`src/hdl/ssm_pkg.sv`:
```
// Shared types and defaults for the sorted stream merge block.
// No dependencies; used by sorted_stream_merge_top.
package ssm_pkg;

   localparam int FIFO_DEPTH_DEF  = 32;
   localparam int VALUE_WIDTH_DEF = 32;

   // Result status codes
   typedef enum logic [1:0] {
      STATUS_DATA     = 2'd0,
      STATUS_OVERFLOW = 2'd1,
      STATUS_EMPTY    = 2'd2
   } status_type;

   // Sequencer states
   typedef enum logic [2:0] {
      ST_IDLE,
      ST_OVF,
      ST_READ,
      ST_PICK,
      ST_EMPTY
   } state_type;

endpackage

```
`src/hdl/ssm_ram.sv`:
```
// Generic single-write, single-read RAM with registered read data.
// No dependencies.
module ssm_ram #(
   parameter int WIDTH = 32,
   parameter int DEPTH = 32
) (
   input  logic                     clock,
   input  logic                     wr_en,
   input  logic [$clog2(DEPTH)-1:0] wr_addr,
   input  logic [WIDTH-1:0]         wr_data,
   input  logic [$clog2(DEPTH)-1:0] rd_addr,
   output logic [WIDTH-1:0]         rd_data
);

   logic [WIDTH-1:0] mem_ff [DEPTH];
   logic [WIDTH-1:0] rd_data_ff;

   always_ff @(posedge clock) begin
      if (wr_en) begin
         mem_ff[wr_addr] <= wr_data;
      end
      rd_data_ff <= mem_ff[rd_addr];
   end

   assign rd_data = rd_data_ff;

endmodule

```
`src/hdl/sorted_stream_merge_top.sv`:
```
// Top level of the sorted stream merge block: two element FIFOs in RAM and
// the merge sequencer. Depends on ssm_pkg and ssm_ram.
//
// Two-way merge of two ascending sequences of signed words. Each input item
// names a sequence (req_list_select), may carry one element (req_has_value,
// req_value) and may end that sequence (req_end_of_list). Elements wait in
// one RAM-based FIFO per sequence, FIFO_DEPTH entries each. While both FIFOs
// hold a head the smaller head goes out (the first sequence wins a tie);
// once one sequence has ended and drained, the other one flushes. An element
// pushed into a full FIFO is dropped and reported with an overflow item; an
// item for a sequence that has already ended is ignored. The last result of
// each input item carries rsp_last_of_run, and the last result of the whole
// merge carries rsp_last_of_merge, after which the block is back in its
// reset state. When the item that finishes the merge would give no other
// result, one empty-done status item is sent instead.
// Sequence: one input item is taken at a time. An accepted item leaves the
// idle state for an overflow step if its element is dropped, then for a head
// read step; each element is then emitted in a pick step, with another head
// read step between two elements (the head RAMs have registered read data and
// are read anew after every pop), or an empty-done item is emitted in its own
// step. The overflow, pick and empty-done steps wait while the output is
// stalled. The output register lets the next item in while the last result
// still waits to be taken. No clearing pass is needed at reset.
module sorted_stream_merge_top #(
   parameter int FIFO_DEPTH  = ssm_pkg::FIFO_DEPTH_DEF,
   parameter int VALUE_WIDTH = ssm_pkg::VALUE_WIDTH_DEF
) (
   input  logic                          clock,
   input  logic                          reset,
   // input channel
   input  logic                          req_valid,
   output logic                          req_stall,
   input  logic                          req_list_select,
   input  logic signed [VALUE_WIDTH-1:0] req_value,
   input  logic                          req_has_value,
   input  logic                          req_end_of_list,
   // result channel
   output logic                          rsp_valid,
   input  logic                          rsp_stall,
   output logic signed [VALUE_WIDTH-1:0] rsp_out_value,
   output logic                          rsp_from_list,
   output logic [1:0]                    rsp_status,
   output logic                          rsp_last_of_run,
   output logic                          rsp_last_of_merge
);

   localparam int AW = $clog2(FIFO_DEPTH);      // FIFO address width
   localparam int CW = $clog2(FIFO_DEPTH + 1);  // fill count width
   localparam int SW = CW + 1;                  // head + count sum width

   // ---------------------------------------------------------------
   // State
   // ---------------------------------------------------------------
   ssm_pkg::state_type state_ff, state_in;
   logic [CW-1:0]      cnt_a_ff, cnt_a_in, cnt_b_ff, cnt_b_in;
   logic [AW-1:0]      head_a_ff, head_a_in, head_b_ff, head_b_in;
   logic               end_a_ff, end_a_in, end_b_ff, end_b_in;
   logic               ovf_sel_ff, ovf_sel_in;

   // output register
   logic                   rsp_valid_ff, rsp_valid_in;
   logic [VALUE_WIDTH-1:0] rsp_value_ff, rsp_value_in;
   logic                   rsp_from_ff, rsp_from_in;
   ssm_pkg::status_type    rsp_status_ff, rsp_status_in;
   logic                   rsp_lrun_ff, rsp_lrun_in;
   logic                   rsp_lmerge_ff, rsp_lmerge_in;

   // RAM ports
   logic                   wr_en_a, wr_en_b;
   logic [AW-1:0]          wr_addr;
   logic [VALUE_WIDTH-1:0] rd_data_a, rd_data_b;

   // scratch for the sequencer
   logic                   out_free;
   logic                   req_accept;
   logic [CW-1:0]          sel_cnt;
   logic [AW-1:0]          sel_head;
   logic                   sel_end;
   logic [SW-1:0]          wr_sum;
   logic                   pick_b;
   logic [CW-1:0]          post_a, post_b;
   logic                   more, fin;

   // A pop is due when both heads exist, or one exists and the other
   // sequence is closed.
   function automatic logic pop_due(input logic [CW-1:0] ca, input logic [CW-1:0] cb,
                                    input logic ea, input logic eb);
      pop_due = ((ca != '0) && (cb != '0)) || ((ca != '0) && eb) || ((cb != '0) && ea);
   endfunction

   // ---------------------------------------------------------------
   // FIFO storage
   // ---------------------------------------------------------------
   ssm_ram #(.WIDTH(VALUE_WIDTH), .DEPTH(FIFO_DEPTH)) u_ram_a (
      .clock   (clock),
      .wr_en   (wr_en_a),
      .wr_addr (wr_addr),
      .wr_data (req_value),
      .rd_addr (head_a_ff),
      .rd_data (rd_data_a)
   );

   ssm_ram #(.WIDTH(VALUE_WIDTH), .DEPTH(FIFO_DEPTH)) u_ram_b (
      .clock   (clock),
      .wr_en   (wr_en_b),
      .wr_addr (wr_addr),
      .wr_data (req_value),
      .rd_addr (head_b_ff),
      .rd_data (rd_data_b)
   );

   // Tail address = (head + count) mod depth; the sum stays below twice
   // the depth, so one compare and subtract folds it.
   assign sel_cnt  = req_list_select ? cnt_b_ff  : cnt_a_ff;
   assign sel_head = req_list_select ? head_b_ff : head_a_ff;
   assign sel_end  = req_list_select ? end_b_ff  : end_a_ff;
   assign wr_sum   = SW'(sel_head) + SW'(sel_cnt);
   assign wr_addr  = (wr_sum >= SW'(FIFO_DEPTH)) ? AW'(wr_sum - SW'(FIFO_DEPTH))
                                                : AW'(wr_sum);

   assign req_stall  = (state_ff != ssm_pkg::ST_IDLE);
   assign req_accept = req_valid && !req_stall;
   assign out_free   = !rsp_valid_ff || !rsp_stall;

   // Head choice; tie goes to the first sequence.
   assign pick_b = ((cnt_a_ff != '0) && (cnt_b_ff != '0))
                   ? ($signed(rd_data_b) < $signed(rd_data_a))
                   : (cnt_a_ff == '0);
   assign post_a = pick_b ? cnt_a_ff : cnt_a_ff - CW'(1);
   assign post_b = pick_b ? cnt_b_ff - CW'(1) : cnt_b_ff;
   assign more   = pop_due(post_a, post_b, end_a_ff, end_b_ff);
   assign fin    = end_a_ff && end_b_ff && (post_a == '0) && (post_b == '0);

   // ---------------------------------------------------------------
   // Sequencer
   // ---------------------------------------------------------------
   always_comb begin
      state_in      = state_ff;
      cnt_a_in      = cnt_a_ff;
      cnt_b_in      = cnt_b_ff;
      head_a_in     = head_a_ff;
      head_b_in     = head_b_ff;
      end_a_in      = end_a_ff;
      end_b_in      = end_b_ff;
      ovf_sel_in    = ovf_sel_ff;
      wr_en_a       = 1'b0;
      wr_en_b       = 1'b0;
      rsp_valid_in  = rsp_valid_ff && rsp_stall;
      rsp_value_in  = rsp_value_ff;
      rsp_from_in   = rsp_from_ff;
      rsp_status_in = rsp_status_ff;
      rsp_lrun_in   = rsp_lrun_ff;
      rsp_lmerge_in = rsp_lmerge_ff;

      case (state_ff)
         ssm_pkg::ST_IDLE: begin
            if (req_accept) begin
               state_in   = ssm_pkg::ST_READ;
               ovf_sel_in = req_list_select;
               if (!sel_end) begin
                  if (req_has_value) begin
                     if (sel_cnt == CW'(FIFO_DEPTH)) begin
                        state_in = ssm_pkg::ST_OVF;
                     end else if (req_list_select) begin
                        wr_en_b  = 1'b1;
                        cnt_b_in = cnt_b_ff + CW'(1);
                     end else begin
                        wr_en_a  = 1'b1;
                        cnt_a_in = cnt_a_ff + CW'(1);
                     end
                  end
                  if (req_end_of_list) begin
                     if (req_list_select) begin
                        end_b_in = 1'b1;
                     end else begin
                        end_a_in = 1'b1;
                     end
                  end
               end
            end
         end

         // Dropped element; the full FIFO keeps the merge open.
         ssm_pkg::ST_OVF: begin
            if (out_free) begin
               rsp_valid_in  = 1'b1;
               rsp_value_in  = '0;
               rsp_from_in   = ovf_sel_ff;
               rsp_status_in = ssm_pkg::STATUS_OVERFLOW;
               rsp_lrun_in   = !pop_due(cnt_a_ff, cnt_b_ff, end_a_ff, end_b_ff);
               rsp_lmerge_in = 1'b0;
               state_in      = ssm_pkg::ST_READ;
            end
         end

         // Head read data lands at the end of this cycle.
         ssm_pkg::ST_READ: begin
            if (pop_due(cnt_a_ff, cnt_b_ff, end_a_ff, end_b_ff)) begin
               state_in = ssm_pkg::ST_PICK;
            end else if (end_a_ff && end_b_ff && (cnt_a_ff == '0) && (cnt_b_ff == '0)) begin
               state_in = ssm_pkg::ST_EMPTY;
            end else begin
               state_in = ssm_pkg::ST_IDLE;
            end
         end

         ssm_pkg::ST_PICK: begin
            if (out_free) begin
               rsp_valid_in  = 1'b1;
               rsp_value_in  = pick_b ? rd_data_b : rd_data_a;
               rsp_from_in   = pick_b;
               rsp_status_in = ssm_pkg::STATUS_DATA;
               rsp_lrun_in   = !more;
               rsp_lmerge_in = fin;
               cnt_a_in      = post_a;
               cnt_b_in      = post_b;
               if (pick_b) begin
                  head_b_in = (head_b_ff == AW'(FIFO_DEPTH - 1)) ? '0 : head_b_ff + AW'(1);
               end else begin
                  head_a_in = (head_a_ff == AW'(FIFO_DEPTH - 1)) ? '0 : head_a_ff + AW'(1);
               end
               if (fin) begin
                  head_a_in = '0;
                  head_b_in = '0;
                  end_a_in  = 1'b0;
                  end_b_in  = 1'b0;
               end
               state_in = more ? ssm_pkg::ST_READ : ssm_pkg::ST_IDLE;
            end
         end

         // Merge closed with nothing to send: one empty-done item.
         ssm_pkg::ST_EMPTY: begin
            if (out_free) begin
               rsp_valid_in  = 1'b1;
               rsp_value_in  = '0;
               rsp_from_in   = 1'b0;
               rsp_status_in = ssm_pkg::STATUS_EMPTY;
               rsp_lrun_in   = 1'b1;
               rsp_lmerge_in = 1'b1;
               cnt_a_in      = '0;
               cnt_b_in      = '0;
               head_a_in     = '0;
               head_b_in     = '0;
               end_a_in      = 1'b0;
               end_b_in      = 1'b0;
               state_in      = ssm_pkg::ST_IDLE;
            end
         end

         default: begin
            state_in = ssm_pkg::ST_IDLE;
         end
      endcase
   end

   always_ff @(posedge clock) begin
      if (reset) begin
         state_ff     <= ssm_pkg::ST_IDLE;
         cnt_a_ff     <= '0;
         cnt_b_ff     <= '0;
         head_a_ff    <= '0;
         head_b_ff    <= '0;
         end_a_ff     <= 1'b0;
         end_b_ff     <= 1'b0;
         rsp_valid_ff <= 1'b0;
      end else begin
         state_ff     <= state_in;
         cnt_a_ff     <= cnt_a_in;
         cnt_b_ff     <= cnt_b_in;
         head_a_ff    <= head_a_in;
         head_b_ff    <= head_b_in;
         end_a_ff     <= end_a_in;
         end_b_ff     <= end_b_in;
         rsp_valid_ff <= rsp_valid_in;
      end
   end

   always_ff @(posedge clock) begin
      ovf_sel_ff    <= ovf_sel_in;
      rsp_value_ff  <= rsp_value_in;
      rsp_from_ff   <= rsp_from_in;
      rsp_status_ff <= rsp_status_in;
      rsp_lrun_ff   <= rsp_lrun_in;
      rsp_lmerge_ff <= rsp_lmerge_in;
   end

   assign rsp_valid         = rsp_valid_ff;
   assign rsp_out_value     = $signed(rsp_value_ff);
   assign rsp_from_list     = rsp_from_ff;
   assign rsp_status        = rsp_status_ff;
   assign rsp_last_of_run   = rsp_lrun_ff;
   assign rsp_last_of_merge = rsp_lmerge_ff;

   // ---------------------------------------------------------------
   // Assertions
   // ---------------------------------------------------------------
   // Fill counts never pass the depth.
   a_cnt_range: assert property (@(posedge clock) disable iff (reset)
      (cnt_a_ff <= CW'(FIFO_DEPTH)) && (cnt_b_ff <= CW'(FIFO_DEPTH)))
      else $error("FIFO fill count beyond depth");

   // Between items the merge has drained everything it could.
   a_idle_drained: assert property (@(posedge clock) disable iff (reset)
      (state_ff == ssm_pkg::ST_IDLE) |-> !pop_due(cnt_a_ff, cnt_b_ff, end_a_ff, end_b_ff))
      else $error("idle with a pop still due");

   // End of merge is always also end of the item's run.
   a_merge_ends_run: assert property (@(posedge clock) disable iff (reset)
      (rsp_valid && rsp_last_of_merge) |-> rsp_last_of_run)
      else $error("last_of_merge without last_of_run");

   // A finished merge leaves the block in its reset state.
   a_merge_clears: assert property (@(posedge clock) disable iff (reset)
      (rsp_valid && rsp_last_of_merge && !$stable(rsp_valid_ff && rsp_lmerge_ff && rsp_valid))
      |-> (cnt_a_ff == '0) && (cnt_b_ff == '0) && !end_a_ff && !end_b_ff)
      else $error("merge finished but state not cleared");

   // An overflow is only reported for a full FIFO.
   a_ovf_full: assert property (@(posedge clock) disable iff (reset)
      (state_ff == ssm_pkg::ST_OVF) |->
      ((ovf_sel_ff ? cnt_b_ff : cnt_a_ff) == CW'(FIFO_DEPTH)))
      else $error("overflow without a full FIFO");

endmodule
```
`config.mk`:
```
export PLATFORM = sky130hd
export DESIGN_NAME = sorted_stream_merge_top
export DESIGN_NICKNAME = d
export VERILOG_FILES = /design/src/hdl/ssm_pkg.sv /design/src/hdl/ssm_ram.sv /design/src/hdl/sorted_stream_merge_top.sv
export SDC_FILE = /design/constraint.sdc
export NUM_CORES = 2
export LEC_CHECK = 0
export BUFFER_PORTS_ARGS = -buffer_cell sky130_fd_sc_hd__buf_2
export CORE_ASPECT_RATIO = 1.25
export CORE_UTILIZATION = 50
export DETAILED_ROUTE_END_ITERATION = 10
export GPL_TIMING_DRIVEN = 0
export PLACE_DENSITY = 0.68
export SETUP_SLACK_MARGIN = 0.05
export SLEW_MARGIN = 0
export SYNTH_ARGS = -nofsm -noshare
export SYNTH_HDL_FRONTEND = slang
export SYNTH_SLANG_ARGS = --single-unit
```
`constraint.sdc`:
```
create_clock -name clock -period 4.83 [get_ports clock]
set_input_delay 0.966 -clock clock [delete_from_list [all_inputs] [get_ports clock]]
set_output_delay 0.966 -clock clock [all_outputs]
set_load 0.1 [all_outputs]
```
==> reports/metrics.csv <==
stage,metric,value,unit
cells_and_area,"most common cell after layout, fill and taps aside",edfxtp_1,
synthesis,top cells by area in the synthesized netlist,"edfxtp_1 75%, mux4_2 17%, dfxtp_1 2.2%",
drt,Final ANT Viol Nets,0,
setup_path,largest stage delay on the critical path,650,ps
cells_and_area,Area Growth Syn to Fin,15.1,%
synthesis,synthesized netlist cell count,3739,
floorplanning,Initial Util,50.4,%
placed_design,"Cell Area, Placed",88800,sq um
floorplanning,placement row count,167,
drt,number of vias per cell after detailed routing,6.23,
synthesis,number of synthesis warnings,0,
placed_design,detailed placer's ending HPWL,133000,um
setup_path,crit path DAT,5240,ps
clocking,number of sinks on the clock net,2178,
floorplanning,Chip Height,460,um
grt,first-pass GRT wire length,298000,um
grt,pin count of the biggest net entering global routing,65,
clocking,TritonCTS buffer count,204,
drt,DRC,0,
drt,wire length after detailed routing,209000,um
synthesis,portion of the post-synthesis area used by sequential elements,77.0,%
synthesis,cell type with the highest aggregate area in the netlist,edfxtp_1,
timing,count of final setup violators,0,
pwr,leak pwr,29.6,nW
cells_and_area,Filler cells,11800,
timing,worst setup skew after layout,31.2,ps
floorplanning,Die Outline Area,169000,sq um
setup_path,CP max stage cell,or4_4,
timing,"Slew Viols, Final",0,
timing,pin slew with the least headroom to its limit,1380,ps
timing,shortest clock period the worst path allows after layout,4690,ps
pwr,"Power, Total",37.1,mW
cells_and_area,fraction of final layout cells with drive strength greater than 1,30.4,%
synthesis,area fraction of the dominant cell type after synthesis,74.8,%
synthesis,syn nets,3823,
timing,post-route worst hold slack,396,ps
drt,DR pass1 iterations,8,
cells_and_area,number of cells in the finished layout apart from fillers,6577,
clocking,latest clock arrival within the worst-skew pair,850,ps
grt,Overflow after GRT,0,
setup_path,Setup crit start kind,flip-flop,
cells_and_area,Final Util,58.1,%
grt,via count of the first global-routing pass,41600,
timing,unrepaired setup endpoints after global routing,no,
placed_design,dpl cells,6078,
placed_design,weighted congestion reported at the end of routability-driven placement,0.909,
synthesis,number of enable flip-flop cells after synthesis,2086,
status,run status,"finished, final reports clean",
placed_design,number of buffers added on ports,76,
setup_path,largest delay contributor family on the critical path,compound AO/OA/AOI/OAI gates,
floorplanning,count of pins on the block boundary,78,
setup_path,internal reg-to-reg setup slack,140,ps
synthesis,Synth Cell Area,83800,sq um
worst_hold_path,worst min-delay path class,in -> reg,
synthesis,Netlist cell types,64,
timing,portion of the clock cycle consumed by the worst path in the final layout,97.2,%
setup_path,Bufs and invs on worst path,3,
synthesis,post-synthesis sequential element count,2178,
synthesis,most frequently used flop master after synthesis,edfxtp_1,
flow_run,max-capacitance violation count,0,
clocking,Clock Tree Buf Depth,3,
setup_path,critical setup path kind,reg -> reg,
clocking,CTS clock-pin slew for the worst setup and hold paths,60,ps
setup_path,required time worst endpoint,5380,ps
pwr,power per cell area,385,nW/um^2
cells_and_area,final net count,4282,
clocking,H-Tree Depth,4,
floorplanning,horizontal die dimension,368,um
drt,drt first-iter violations,4992,
drt,routed len/inst,31.8,um
timing,Highest Clock Rate,213,MHz
pwr,Peak VDD IR,0.474,mV
setup_path,crit path capture type,flip-flop,
timing,Fin. Hold Viols,0,
grt,overall global routing resource usage,25.0,%
synthesis,post-synthesis async set-or-reset flop share,0,%
timing,headroom to the max-slew limit,7.84,%
floorplanning,standard cell core area,166000,sq um
synthesis,"Avg Cell Area, Syn",22.4,sq um
grt,antenna violations before repair,22,
setup_path,maximum net fanout on the critical path,10,
clocking,TritonCTS clock tree,done,
clocking,library cell used as clock root buffer,clkbuf_16,
cells_and_area,Final Instance Area,96500,sq um
drt,count of vias placed by the detailed router,41000,
setup_path,cell-by-cell trace of the critical path,"inv_1, ha_1, nand4_1, or4_4, o22ai_1, nor2_1, o221ai_2, buf_2, clkbuf_2, nand2_1, a21oi_1",
cells_and_area,"commonest cells after routing, fill and taps aside","2086 x edfxtp_1, 640 x mux4_2, 212 x nand2_1",
## final timing paths
kind / from / end / cells after the start
max: u_ram_a.rd_data[31]$_DFF_P_ / rsp_out_value[21]$_SDFFCE_PN0P_ / 11
min: req_list_select / ovf_sel_ff$_DFFE_PP_ / 1
max reg2reg: u_ram_a.rd_data[31]$_DFF_P_ / rsp_out_value[21]$_SDFFCE_PN0P_ / 11
min reg2reg: cnt_a_ff[5]$_SDFFE_PP0P_ / cnt_a_ff[5]$_SDFFE_PP0P_ / 2
## repair_timing
action / CTS / global route
pin swaps: 64 / 0
resized for setup: 24 / 9
hold buffers: 0 / 0
setup endpoints to repair: 2067 / 1812
cloned: 1 / 0
setup buffers: 113 / 0
## through the flow
stage	setup TNS (ps)	setup WS [ps]
floorplan	-684370	-347
CTS	0	54.4
global placement	-5861900	-3160
detailed placement	-2052020	-1300
finish	0	137
global route	0	53.5
## flip-flops by register name (all words and copies together) (netlist names), 2 cells and up
register	cells
rsp_status	2
cnt_b_ff	6
u_ram_a.mem_ff	1024
rsp_out_value	32
head_b_ff	5
u_ram_b.mem_ff	1024
u_ram_b.rd_data	32
u_ram_a.rd_data	32
cnt_a_ff	6
head_a_ff	5
state_ff	3
## layer usage
layer,wire length [um],vias to the layer above,part of all wire (%),GRT usage (%)
met5,82,-,0.039,0
met3,18700,379,8.9,5.06
li1,-,16700,-,-
met2,107000,2093,51,42.8
met1,76900,21800,37,32.4
met4,5940,12,2.8,7.11
## where the power goes
group          internal (mW)  total (mW)  switching [mW]
logic                  0.119       0.613           0.494
registers               20.7        20.8          0.0302
clock network           8.91        15.8            6.86
total                   29.8        37.1            7.39
## final cells by class
| cell class | instances | area, sq um | share of cell area (%) |
|---|---|---|---|
| antenna | 6 | 15.0 | 0.0156 |
| buffer | 190 | 748 | 0.776 |
| clock buffer | 262 | 5540 | 5.74 |
| clock inverter | 120 | 1040 | 1.08 |
| inverter | 46 | 173 | 0.179 |
| multi-input combinational | 1323 | 18900 | 19.6 |
| sequential | 2178 | 64500 | 66.9 |
| tap | 2197 | 2750 | 2.85 |
| timing repair buffer | 255 | 2770 | 2.87 |
## cells by family (layout without fill, tap and decap cells)
group / after synthesis / after routing / share of synthesized area [%]
flip-flops: 2178 / 2178 / 77.0
multiplexers: 684 / 684 / 17.8
AND/OR/NAND/NOR: 418 / 419 / 2.10
buffers and inverters: 239 / 873 / 1.09
AO/OA/AOI/OAI: 164 / 164 / 1.26
adder cells (fa/ha/maj): 45 / 45 / 0.681
XOR/XNOR: 11 / 11 / 0.115
other: 0 / 6 / 0
## cell usage after synthesis, types with 5 or more instances
cell type and n:
mux4_2 640, nand4_1 9, nand2_1 220, mux2_2 40, o31ai_1 5, xor2_1 6
ha_1 44, nor2_1 115, a31oi_1 5, o21ai_0 19, a22oi_1 7, buf_1 57
and2_1 7, dfxtp_1 92, a21oi_1 72, inv_1 46, clkbuf_1 132, nor3_1 19
nand3_1 13, xnor2_1 5, and3_1 8, nand2b_1 6, edfxtp_1 2086, o22ai_1 6
Note: power is estimated with default switching activity, not from simulation.
